==> config.mk <==
export PLATFORM = sky130hd
export DESIGN_NAME = sm3_hash_engine_core
export DESIGN_NICKNAME = d
export VERILOG_FILES = /design/src/rtl/sm3_pkg.sv /design/src/rtl/sm3_ctrl.sv /design/src/rtl/sm3_datapath.sv /design/src/rtl/sm3_hash_engine_core.sv
export SDC_FILE = /design/constraint.sdc
export NUM_CORES = 2
export LEC_CHECK = 0
export BUFFER_PORTS_ARGS = -buffer_cell sky130_fd_sc_hd__buf_2
export CORE_UTILIZATION = 49
export CTS_BUF_LIST = sky130_fd_sc_hd__clkbuf_8
export DETAILED_ROUTE_END_ITERATION = 7
export SYNTH_ARGS = -nofsm -noshare
export SYNTH_HDL_FRONTEND = slang
export SYNTH_HIERARCHICAL = 1
export SYNTH_SLANG_ARGS = --single-unit
==> constraint.sdc <==
create_clock -name clk_i -period 12.2 [get_ports clk_i]
set_clock_uncertainty 0.1 [all_clocks]
set_input_delay 2.44 -clock clk_i [delete_from_list [all_inputs] [get_ports clk_i]]
set_output_delay 2.44 -clock clk_i [all_outputs]
set_load 0.01 [all_outputs]
==> src/rtl/sm3_pkg.sv <==
// SM3 engine package: payload structs, controller/datapath command types,
// FSM state enum and round helper functions. No dependencies.
`default_nettype none
package sm3_pkg;

  localparam int unsigned NumIv = 8;
  localparam logic [31:0] TLow  = 32'h79CC4519;
  localparam logic [31:0] THigh = 32'h7A879D8A;
  localparam logic [31:0] PadByte = 32'h00000080;
  localparam logic [255:0] IvReset = {
    32'h7380166F, 32'h4914B2B9, 32'h172442D7, 32'hDA8A0600,
    32'hA96F30BC, 32'h163138AA, 32'hE38DEE4D, 32'hB0FB0E4E};

  typedef struct packed {
    logic [31:0] message_word;
    logic [2:0]  byte_count;
    logic        end_of_message;
  } in_word_t;

  typedef struct packed {
    logic [31:0] digest_word;
    logic        last_word;
  } out_word_t;

  // Source of the word written into the block buffer.
  typedef enum logic [1:0] {
    WsrcMsg,
    WsrcPad,
    WsrcZero,
    WsrcLen
  } wsrc_e;

  typedef enum logic [2:0] {
    StIdle,
    StPad,
    StRound,
    StFold,
    StOut
  } state_e;

  typedef struct packed {
    logic        take;      // an input word is accepted
    logic        push;      // write a word into the block buffer
    wsrc_e       wsrc;
    logic        len_hi;    // length word: upper half
    logic        start_msg; // load chaining value from IV
    logic        init_blk;  // copy chaining value into working vars
    logic        round;     // perform one round
    logic        fold;      // xor working vars into chaining value
    logic        clr_msg;   // clear length and index
    logic        out_shift; // next digest word
  } cmd_t;

  typedef struct packed {
    logic [3:0] word_index;
    logic [5:0] round_index;
    logic       round_last;
    logic       started;
  } status_t;

  function automatic logic [31:0] rotl(input logic [31:0] x, input logic [4:0] n);
    logic [63:0] d;
    d = {x, x} << n;
    return d[63:32];
  endfunction

  function automatic logic [31:0] p0(input logic [31:0] x);
    return x ^ rotl(x, 5'd9) ^ rotl(x, 5'd17);
  endfunction

  function automatic logic [31:0] p1(input logic [31:0] x);
    return x ^ rotl(x, 5'd15) ^ rotl(x, 5'd23);
  endfunction

endpackage
`default_nettype wire

==> src/rtl/sm3_ctrl.sv <==
// SM3 controller: sequences word intake, padding, rounds and digest output.
// Depends on sm3_pkg.
`default_nettype none
module sm3_ctrl (
  input  wire logic              clk_i,
  input  wire logic              rst_ni,
  input  wire logic              in_valid,
  output logic                   in_stall,
  input  wire sm3_pkg::in_word_t in_data_i,
  output logic                   out_valid,
  input  wire logic              out_stall,
  input  wire sm3_pkg::status_t  status_i,
  output sm3_pkg::cmd_t          cmd_o
);
  import sm3_pkg::*;

  state_e state_q, state_d;
  state_e ret_q, ret_d;      // where to go after a block finishes
  logic [1:0] pad_q, pad_d;  // 0: pad word, 1: zeros, 2: len hi, 3: len lo
  logic [2:0] cnt_q, cnt_d;
  logic       full4_q, full4_d;

  logic accept;
  logic wrap;
  assign accept = in_valid && !in_stall;
  assign wrap   = cmd_o.push && (status_i.word_index == 4'd15);

  always_comb begin
    state_d = state_q;
    ret_d   = ret_q;
    pad_d   = pad_q;
    cnt_d   = cnt_q;
    full4_d = full4_q;
    unique case (state_q)
      StIdle: begin
        if (accept) begin
          if (in_data_i.end_of_message) begin
            full4_d = (in_data_i.byte_count >= 3'd4);
            pad_d   = 2'd0;
            ret_d   = StPad;
            state_d = (full4_d && wrap) ? StRound : StPad;
          end else if (wrap) begin
            ret_d   = StIdle;
            state_d = StRound;
          end
        end
      end
      StPad: begin
        unique case (pad_q)
          2'd0: pad_d = (status_i.word_index == 4'd13) ? 2'd2 : 2'd1;
          2'd1: pad_d = (status_i.word_index == 4'd13) ? 2'd2 : 2'd1;
          2'd2: pad_d = 2'd3;
          default: pad_d = 2'd3;
        endcase
        if (pad_q == 2'd3) begin
          ret_d = StOut;
        end else begin
          ret_d = StPad;
        end
        if (wrap) state_d = StRound;
        if (pad_q == 2'd0 && status_i.word_index == 4'd15) pad_d = 2'd1;
      end
      StRound: if (status_i.round_last) state_d = StFold;
      StFold: begin
        state_d = ret_q;
        cnt_d   = 3'd0;
      end
      StOut: begin
        if (!out_stall) begin
          cnt_d = cnt_q + 3'd1;
          if (cnt_q == 3'd7) state_d = StIdle;
        end
      end
      default: state_d = StIdle;
    endcase
  end

  always_comb begin
    cmd_o     = '0;
    cmd_o.wsrc = WsrcMsg;
    in_stall  = (state_q != StIdle);
    out_valid = (state_q == StOut);
    unique case (state_q)
      StIdle: begin
        if (in_valid) begin
          cmd_o.take = 1'b1;
          cmd_o.start_msg = !status_i.started;
          cmd_o.push = !in_data_i.end_of_message || (in_data_i.byte_count >= 3'd4);
          cmd_o.init_blk = cmd_o.push && (status_i.word_index == 4'd15);
        end
      end
      StPad: begin
        cmd_o.push = 1'b1;
        unique case (pad_q)
          2'd0: cmd_o.wsrc = WsrcPad;
          2'd1: cmd_o.wsrc = WsrcZero;
          2'd2: begin cmd_o.wsrc = WsrcLen; cmd_o.len_hi = 1'b1; end
          default: cmd_o.wsrc = WsrcLen;
        endcase
        cmd_o.init_blk = (status_i.word_index == 4'd15);
      end
      StRound: cmd_o.round = 1'b1;
      StFold: begin
        cmd_o.fold = 1'b1;
        cmd_o.clr_msg = (ret_q == StOut);
      end
      StOut: cmd_o.out_shift = !out_stall;
      default: ;
    endcase
  end

  always_ff @(posedge clk_i or negedge rst_ni) begin
    if (!rst_ni) begin
      state_q <= StIdle;
      ret_q   <= StIdle;
      pad_q   <= 2'd0;
      cnt_q   <= 3'd0;
      full4_q <= 1'b0;
    end else begin
      state_q <= state_d;
      ret_q   <= ret_d;
      pad_q   <= pad_d;
      cnt_q   <= cnt_d;
      full4_q <= full4_d;
    end
  end

endmodule
`default_nettype wire

==> src/rtl/sm3_datapath.sv <==
// SM3 datapath: block buffer, message expansion, round logic, chaining value,
// bit length and digest shift register. Depends on sm3_pkg.
`default_nettype none
module sm3_datapath (
  input  wire logic               clk_i,
  input  wire logic               rst_ni,
  input  wire logic [255:0]       iv_i,
  input  wire sm3_pkg::in_word_t  in_data_i,
  input  wire sm3_pkg::cmd_t      cmd_i,
  output sm3_pkg::status_t        status_o,
  output sm3_pkg::out_word_t      out_data_o
);
  import sm3_pkg::*;

  logic [31:0] w_q [16];
  logic [31:0] v_q [8];
  logic [31:0] cv_q [8];
  logic [31:0] dig_q [8];
  logic [3:0]  widx_q;
  logic [5:0]  ridx_q;
  logic [2:0]  oidx_q;
  logic [63:0] len_q;
  logic        started_q;
  logic [31:0] pad_word_q;

  logic [2:0]  bc;
  logic [31:0] pad_word, wdata, wj, wj1, wnew, t, a12, ss1, ss2, ff, gg, tt1, tt2;
  logic [31:0] cv_sel [8];
  logic [63:0] len_add;

  assign bc = (in_data_i.byte_count > 3'd4) ? 3'd4 : in_data_i.byte_count;

  always_comb begin
    unique case (bc)
      3'd0: pad_word = 32'h80000000;
      3'd1: pad_word = {in_data_i.message_word[31:24], 24'h800000};
      3'd2: pad_word = {in_data_i.message_word[31:16], 16'h8000};
      3'd3: pad_word = {in_data_i.message_word[31:8], 8'h80};
      default: pad_word = {PadByte[7:0], 24'h0};
    endcase
  end

  always_comb begin
    if (!in_data_i.end_of_message) len_add = len_q + 64'd32;
    else len_add = len_q + {58'd0, bc, 3'd0};
  end

  always_comb begin
    unique case (cmd_i.wsrc)
      WsrcMsg:  wdata = in_data_i.message_word;
      WsrcPad:  wdata = pad_word_q;
      WsrcZero: wdata = 32'd0;
      default:  wdata = cmd_i.len_hi ? len_q[63:32] : len_q[31:0];
    endcase
  end

  for (genvar i = 0; i < 8; i++) begin : g_cv
    assign cv_sel[i] = (cmd_i.start_msg) ? iv_i[255-32*i -: 32] : cv_q[i];
  end

  // The window is kept shifted: w_q[0] is W[j] of the current round.
  assign wj   = w_q[0];
  assign wj1  = w_q[0] ^ w_q[4];
  assign wnew = p1(w_q[0] ^ w_q[7] ^ rotl(w_q[13], 5'd15)) ^ rotl(w_q[3], 5'd7) ^ w_q[10];
  assign t    = (ridx_q < 6'd16) ? TLow : THigh;
  assign a12  = rotl(v_q[0], 5'd12);
  assign ss1  = rotl(a12 + v_q[4] + rotl(t, ridx_q[4:0]), 5'd7);
  assign ss2  = ss1 ^ a12;
  always_comb begin
    if (ridx_q < 6'd16) begin
      ff = v_q[0] ^ v_q[1] ^ v_q[2];
      gg = v_q[4] ^ v_q[5] ^ v_q[6];
    end else begin
      ff = (v_q[0] & v_q[1]) | (v_q[0] & v_q[2]) | (v_q[1] & v_q[2]);
      gg = (v_q[4] & v_q[5]) | (~v_q[4] & v_q[6]);
    end
  end
  assign tt1 = ff + v_q[3] + ss2 + wj1;
  assign tt2 = gg + v_q[7] + ss1 + wj;

  always_ff @(posedge clk_i) begin
    if (cmd_i.push) w_q[widx_q] <= wdata;
    if (cmd_i.round) begin
      for (int i = 0; i < 15; i++) w_q[i] <= w_q[i+1];
      w_q[15] <= wnew;
    end
    if (cmd_i.take && in_data_i.end_of_message) begin
      pad_word_q <= pad_word;
    end
    if (cmd_i.fold) begin
      for (int i = 0; i < 8; i++) dig_q[i] <= cv_q[i] ^ v_q[i];
    end
  end

  always_ff @(posedge clk_i or negedge rst_ni) begin
    if (!rst_ni) begin
      for (int i = 0; i < 8; i++) begin
        v_q[i]  <= '0;
        cv_q[i] <= IvReset[255-32*i -: 32];
      end
      widx_q <= '0;
      ridx_q <= '0;
      oidx_q <= '0;
      len_q <= '0;
      started_q <= 1'b0;
    end else begin
      if (cmd_i.start_msg) begin
        started_q <= 1'b1;
        for (int i = 0; i < 8; i++) cv_q[i] <= cv_sel[i];
      end
      if (cmd_i.take) len_q <= len_add;
      if (cmd_i.push) widx_q <= widx_q + 4'd1;
      if (cmd_i.init_blk) begin
        for (int i = 0; i < 8; i++) v_q[i] <= cv_sel[i];
        ridx_q <= '0;
      end
      if (cmd_i.round) begin
        v_q[3] <= v_q[2];
        v_q[2] <= rotl(v_q[1], 5'd9);
        v_q[1] <= v_q[0];
        v_q[0] <= tt1;
        v_q[7] <= v_q[6];
        v_q[6] <= rotl(v_q[5], 5'd19);
        v_q[5] <= v_q[4];
        v_q[4] <= p0(tt2);
        ridx_q <= ridx_q + 6'd1;
      end
      if (cmd_i.fold) begin
        for (int i = 0; i < 8; i++) cv_q[i] <= cv_q[i] ^ v_q[i];
        oidx_q <= '0;
      end
      if (cmd_i.clr_msg) begin
        len_q <= '0;
        widx_q <= '0;
        started_q <= 1'b0;
      end
      if (cmd_i.out_shift) oidx_q <= oidx_q + 3'd1;
    end
  end

  assign status_o.word_index  = widx_q;
  assign status_o.round_index = ridx_q;
  assign status_o.round_last  = (ridx_q == 6'd63);
  assign status_o.started     = started_q;
  assign out_data_o.digest_word = dig_q[oidx_q];
  assign out_data_o.last_word   = (oidx_q == 3'd7);

endmodule
`default_nettype wire

==> src/rtl/sm3_hash_engine_core.sv <==
// SM3 hash engine top level. A block runs its 64 rounds (one round a cycle in
// the shared round unit), then one fold; each message word is buffered as it
// is taken. End of message adds 3 to 18 padding words, maybe a second block,
// then eight digest words, one per cycle while out_stall is low. Reset restores
// the standard IV and idles.
`default_nettype none
module sm3_hash_engine_core (
  input  wire logic               clk_i,
  input  wire logic               rst_ni,
  input  wire logic               in_valid,
  output logic                    in_stall,
  input  wire sm3_pkg::in_word_t  in_data_i,
  output logic                    out_valid,
  input  wire logic               out_stall,
  output sm3_pkg::out_word_t      out_data_o,
  input  wire logic               cfg_valid,
  output logic                    cfg_ready,
  input  wire logic [2:0]         cfg_index_i,
  input  wire logic [31:0]        cfg_data_i
);
  import sm3_pkg::*;

  logic [255:0] iv_q;
  cmd_t    cmd;
  status_t status;

  assign cfg_ready = 1'b1;

  always_ff @(posedge clk_i or negedge rst_ni) begin
    if (!rst_ni) begin
      iv_q <= IvReset;
    end else if (cfg_valid && cfg_ready) begin
      iv_q[255 - 32*cfg_index_i -: 32] <= cfg_data_i;
    end
  end

  sm3_ctrl u_ctrl (
    .clk_i, .rst_ni, .in_valid, .in_stall, .in_data_i,
    .out_valid, .out_stall, .status_i(status), .cmd_o(cmd)
  );

  sm3_datapath u_dp (
    .clk_i, .rst_ni, .iv_i(iv_q), .in_data_i, .cmd_i(cmd),
    .status_o(status), .out_data_o
  );

  // Rounds and digest output never overlap.
  a_round_no_out: assert property (@(posedge clk_i) disable iff (!rst_ni)
    !(cmd.round && out_valid)) else $error("round during output");
  // Input is never taken while rounds run.
  a_no_in_round: assert property (@(posedge clk_i) disable iff (!rst_ni)
    cmd.round |-> in_stall) else $error("input during rounds");
  // A fold always follows the last round.
  a_fold: assert property (@(posedge clk_i) disable iff (!rst_ni)
    (cmd.round && status.round_last) |=> cmd.fold) else $error("missing fold");

endmodule
`default_nettype wire

==> impl_metrics.ini <==
[cts]
cts_setup_buffers = 0
clk_latency_ps = 1080
ctsHoldBuffers = 0
clock_sinks = 1646
numCtsBuffers = 309
postCtsResizedCells = 0
cts_buffer_depth = 4
cts_tree = built
clk_pin_slew_ps = 60
root_buffer = clkbuf_8
h-tree-depth = 5

[hold_path]
whs_endpoint = u_dp/w_q[8][9]$_DFFE_PP_
holdPathStages = 2
hp-class = reg2reg
hp-start = u_dp/w_q[9][9]$_DFFE_PP_

[placed_design]
gp_congestion = 0.985
port_buffers = 110
place_hpwl_mm = 216

[detailed_routing]
totalWireLength_mm = 311
first_iter_violations = 5925
detail_route.first_pass.iterations = 6
ant_nets = 0
drc = 0
route.vias.total = 64200
viasPerCell = 5.81
wl_per_cell_um = 28.1

[floorplanning]
initial_core_util = 0.493
die_x_um = 428
coreArea_sq_mm = 0.181
ios = 112
die_area_sq_mm = 0.184
die_y_um = 428
core.rowCount = 156

[sta]
min_period_ps = 10200
drv_slew = 0
finalCritPeriodShare = 0.836
setup_violations = 0
worstMarginPinSlew_ps = 1200
tns_ps = 0
max_clock_freq_ghz = 0.0981
hold_viol = 0
relSlewSlack = 0.197
rsz0062_at_grt = false

[outcome]
status = complete, no violations

[global_routing]
grt.total_usage = 0.337
grt_overflow = 0
grt_antenna_before_repair = 30
grt_max_degree = 179
grt_pass1_vias = 62800
grt_pass1_wl_mm = 448

[flow_run]
drv_cap = 0

[synth]
synth_common_cells = 1459 x nand2_1, 793 x edfxtp_1, 696 x nor2_1, 615 x dfrtp_1, 586 x o21ai_0
postSynthAreaPerCell_sq_um = 10.5
syn-cell-area_sq_mm = 0.0891
synth-main-ff-cell = edfxtp_1
synth.largest_area_cell = edfxtp_1
synthCells = 8449
yosysMostFrequentCell = nand2_1
async_flop_share = 0.518
ys_warn_count = 6
ys_seq_area_frac = 0.510
synth_top_area_share = 0.267
synth_area_leaders = edfxtp_1 27%, dfrtp_1 17%, dfstp_2 7.0%, nand2_1 6.1%, fa_1 4.2%
synth.distinct_cells = 98
synth_seq_cells = 1646
synth_edf_count = 793
syn-num-nets = 8824

[worst_setup_path]
cp_slowest_stage_delay_ps = 750
path_class = reg2reg
cp_max_fo = 19
reg2reg_slack_ps = 2000
reg2reg_depth = 35
critPathArrivalTime_ps = 10980
worst_ep_required_time_ps = 12980
crit_path_end_kind = flip-flop
cp_slowest_cell = dfrtp_1
timing.rr.start = u_dp/ridx_q[1]$_DFFE_PN0P_
cp-start-kind = flip-flop
worstReg2RegEnd = u_dp/a12[10]$_DFFE_PN0P_

[finish]
area_growth_pct = 9.38
nets = 8823
drive_gt1_frac = 0.146
state kept, by name, summed over array words and instances (netlist names), 2 cells and up:
name / cells
u_dp/pad_word_q: 25
u_dp/a12: 32
u_dp/len_q: 61
u_dp/ridx_q: 6
iv_q: 256
u_dp/oidx_q: 3
u_dp/v_q: 224
u_dp/widx_q: 4
u_dp/cv_q: 256
u_dp/w_q: 512
u_ctrl/ret_q: 2
u_dp/dig_q: 256
u_ctrl/cnt_q: 3
u_ctrl/state_q: 3
u_ctrl/pad_q: 2
cell families after synthesis:
family                   share of synthesized area
AO/OA/AOI/OAI                               0.0977
XOR/XNOR                                    0.0746
adder cells (fa/ha/maj)                     0.0579
buffers and inverters                       0.0418
flip-flops                                   0.510
multiplexers                                0.0789
other                                    0.0000421
AND/OR/NAND/NOR                              0.139
cell usage in the layout, fill, tap and decap left out, types with 101 or more instances in the layout:
| cell | Yosys | layout |
|---|---|---|
| nor2b_1 | 218 | 217 |
| dfstp_2 | 238 | 238 |
| clkbuf_8 | 0 | 348 |
| mux2i_1 | 211 | 211 |
| mux2_2 | 268 | 268 |
| inv_1 | 421 | 541 |
| ha_1 | 110 | 110 |
| xnor2_1 | 330 | 330 |
| nor2_1 | 696 | 690 |
| edfxtp_1 | 793 | 793 |
| nand2_1 | 1459 | 1458 |
| buf_2 | 21 | 109 |
| a21oi_1 | 264 | 262 |
| buf_4 | 4 | 101 |
| fa_1 | 189 | 189 |
| a211oi_1 | 204 | 204 |
| o21ai_0 | 586 | 586 |
| nand3b_1 | 197 | 197 |
| dfrtp_1 | 615 | 611 |
| xor2_1 | 411 | 411 |
worst max-delay path by stage:
stage                                     startpoint                         to  slack, ps
after floorplan           u_dp/ridx_q[4]$_DFFE_PN0P_  u_dp/v_q[102]$_DFFE_PN0P_       2970
after global placement    u_dp/ridx_q[1]$_DFFE_PN0P_   u_dp/a12[10]$_DFFE_PN0P_       2050
after detailed placement  u_dp/ridx_q[1]$_DFFE_PN0P_   u_dp/a12[10]$_DFFE_PN0P_       2180
after CTS                 u_dp/ridx_q[1]$_DFFE_PN0P_   u_dp/a12[10]$_DFFE_PN0P_       2050
after global routing      u_dp/ridx_q[5]$_DFFE_PN0P_    u_dp/a12[8]$_DFFE_PN0P_       1500
final                     u_dp/ridx_q[1]$_DFFE_PN0P_   u_dp/a12[10]$_DFFE_PN0P_       2000
critical path: cells and delay by family (launching register included):
family | cells | cell delay, ps
multiplexers | 3 | 500
adder cells (fa/ha/maj) | 6 | 2550
flip-flops | 1 | 750
buffers and inverters | 4 | 650
AND/OR/NAND/NOR | 2 | 300
XOR/XNOR | 3 | 670
AO/OA/AOI/OAI | 17 | 4490
routing by layer:
layer,vias up,GRT usage,part of all wire
met4,12,0.153,0.047
met2,2257,0.538,0.47
met1,32600,0.451,0.42
met5,-,0,0.00024
li1,28800,-,-
met3,523,0.0567,0.065
through the flow:
stage	setup WS (ps)	std cells	util	instance area, sq um	hold slack (ps)
after floorplan	2970	8449	-	89100	360
after global placement	2050	10500	0.507	91700	385
after detailed placement	2180	10500	0.507	91700	396
after CTS	2050	11000	0.539	97400	402
after global routing	1500	11100	0.539	97400	425
final	2000	11100	0.539	97400	400
final cells by class:
class,instances,area [sq um]
Clock inverter,185,901
Tap cell,2370,2970
Multi-Input combinational cell,5849,40200
Inverter,423,1610
Clock buffer,348,4790
Timing Repair Buffer,219,1480
Antenna cell,21,52.6
Sequential cell,1646,45500
Fill cell,16000,83300
Power is not shown: default switching activity piles up to over one toggle a cycle in this logic, so the estimate is an artifact.
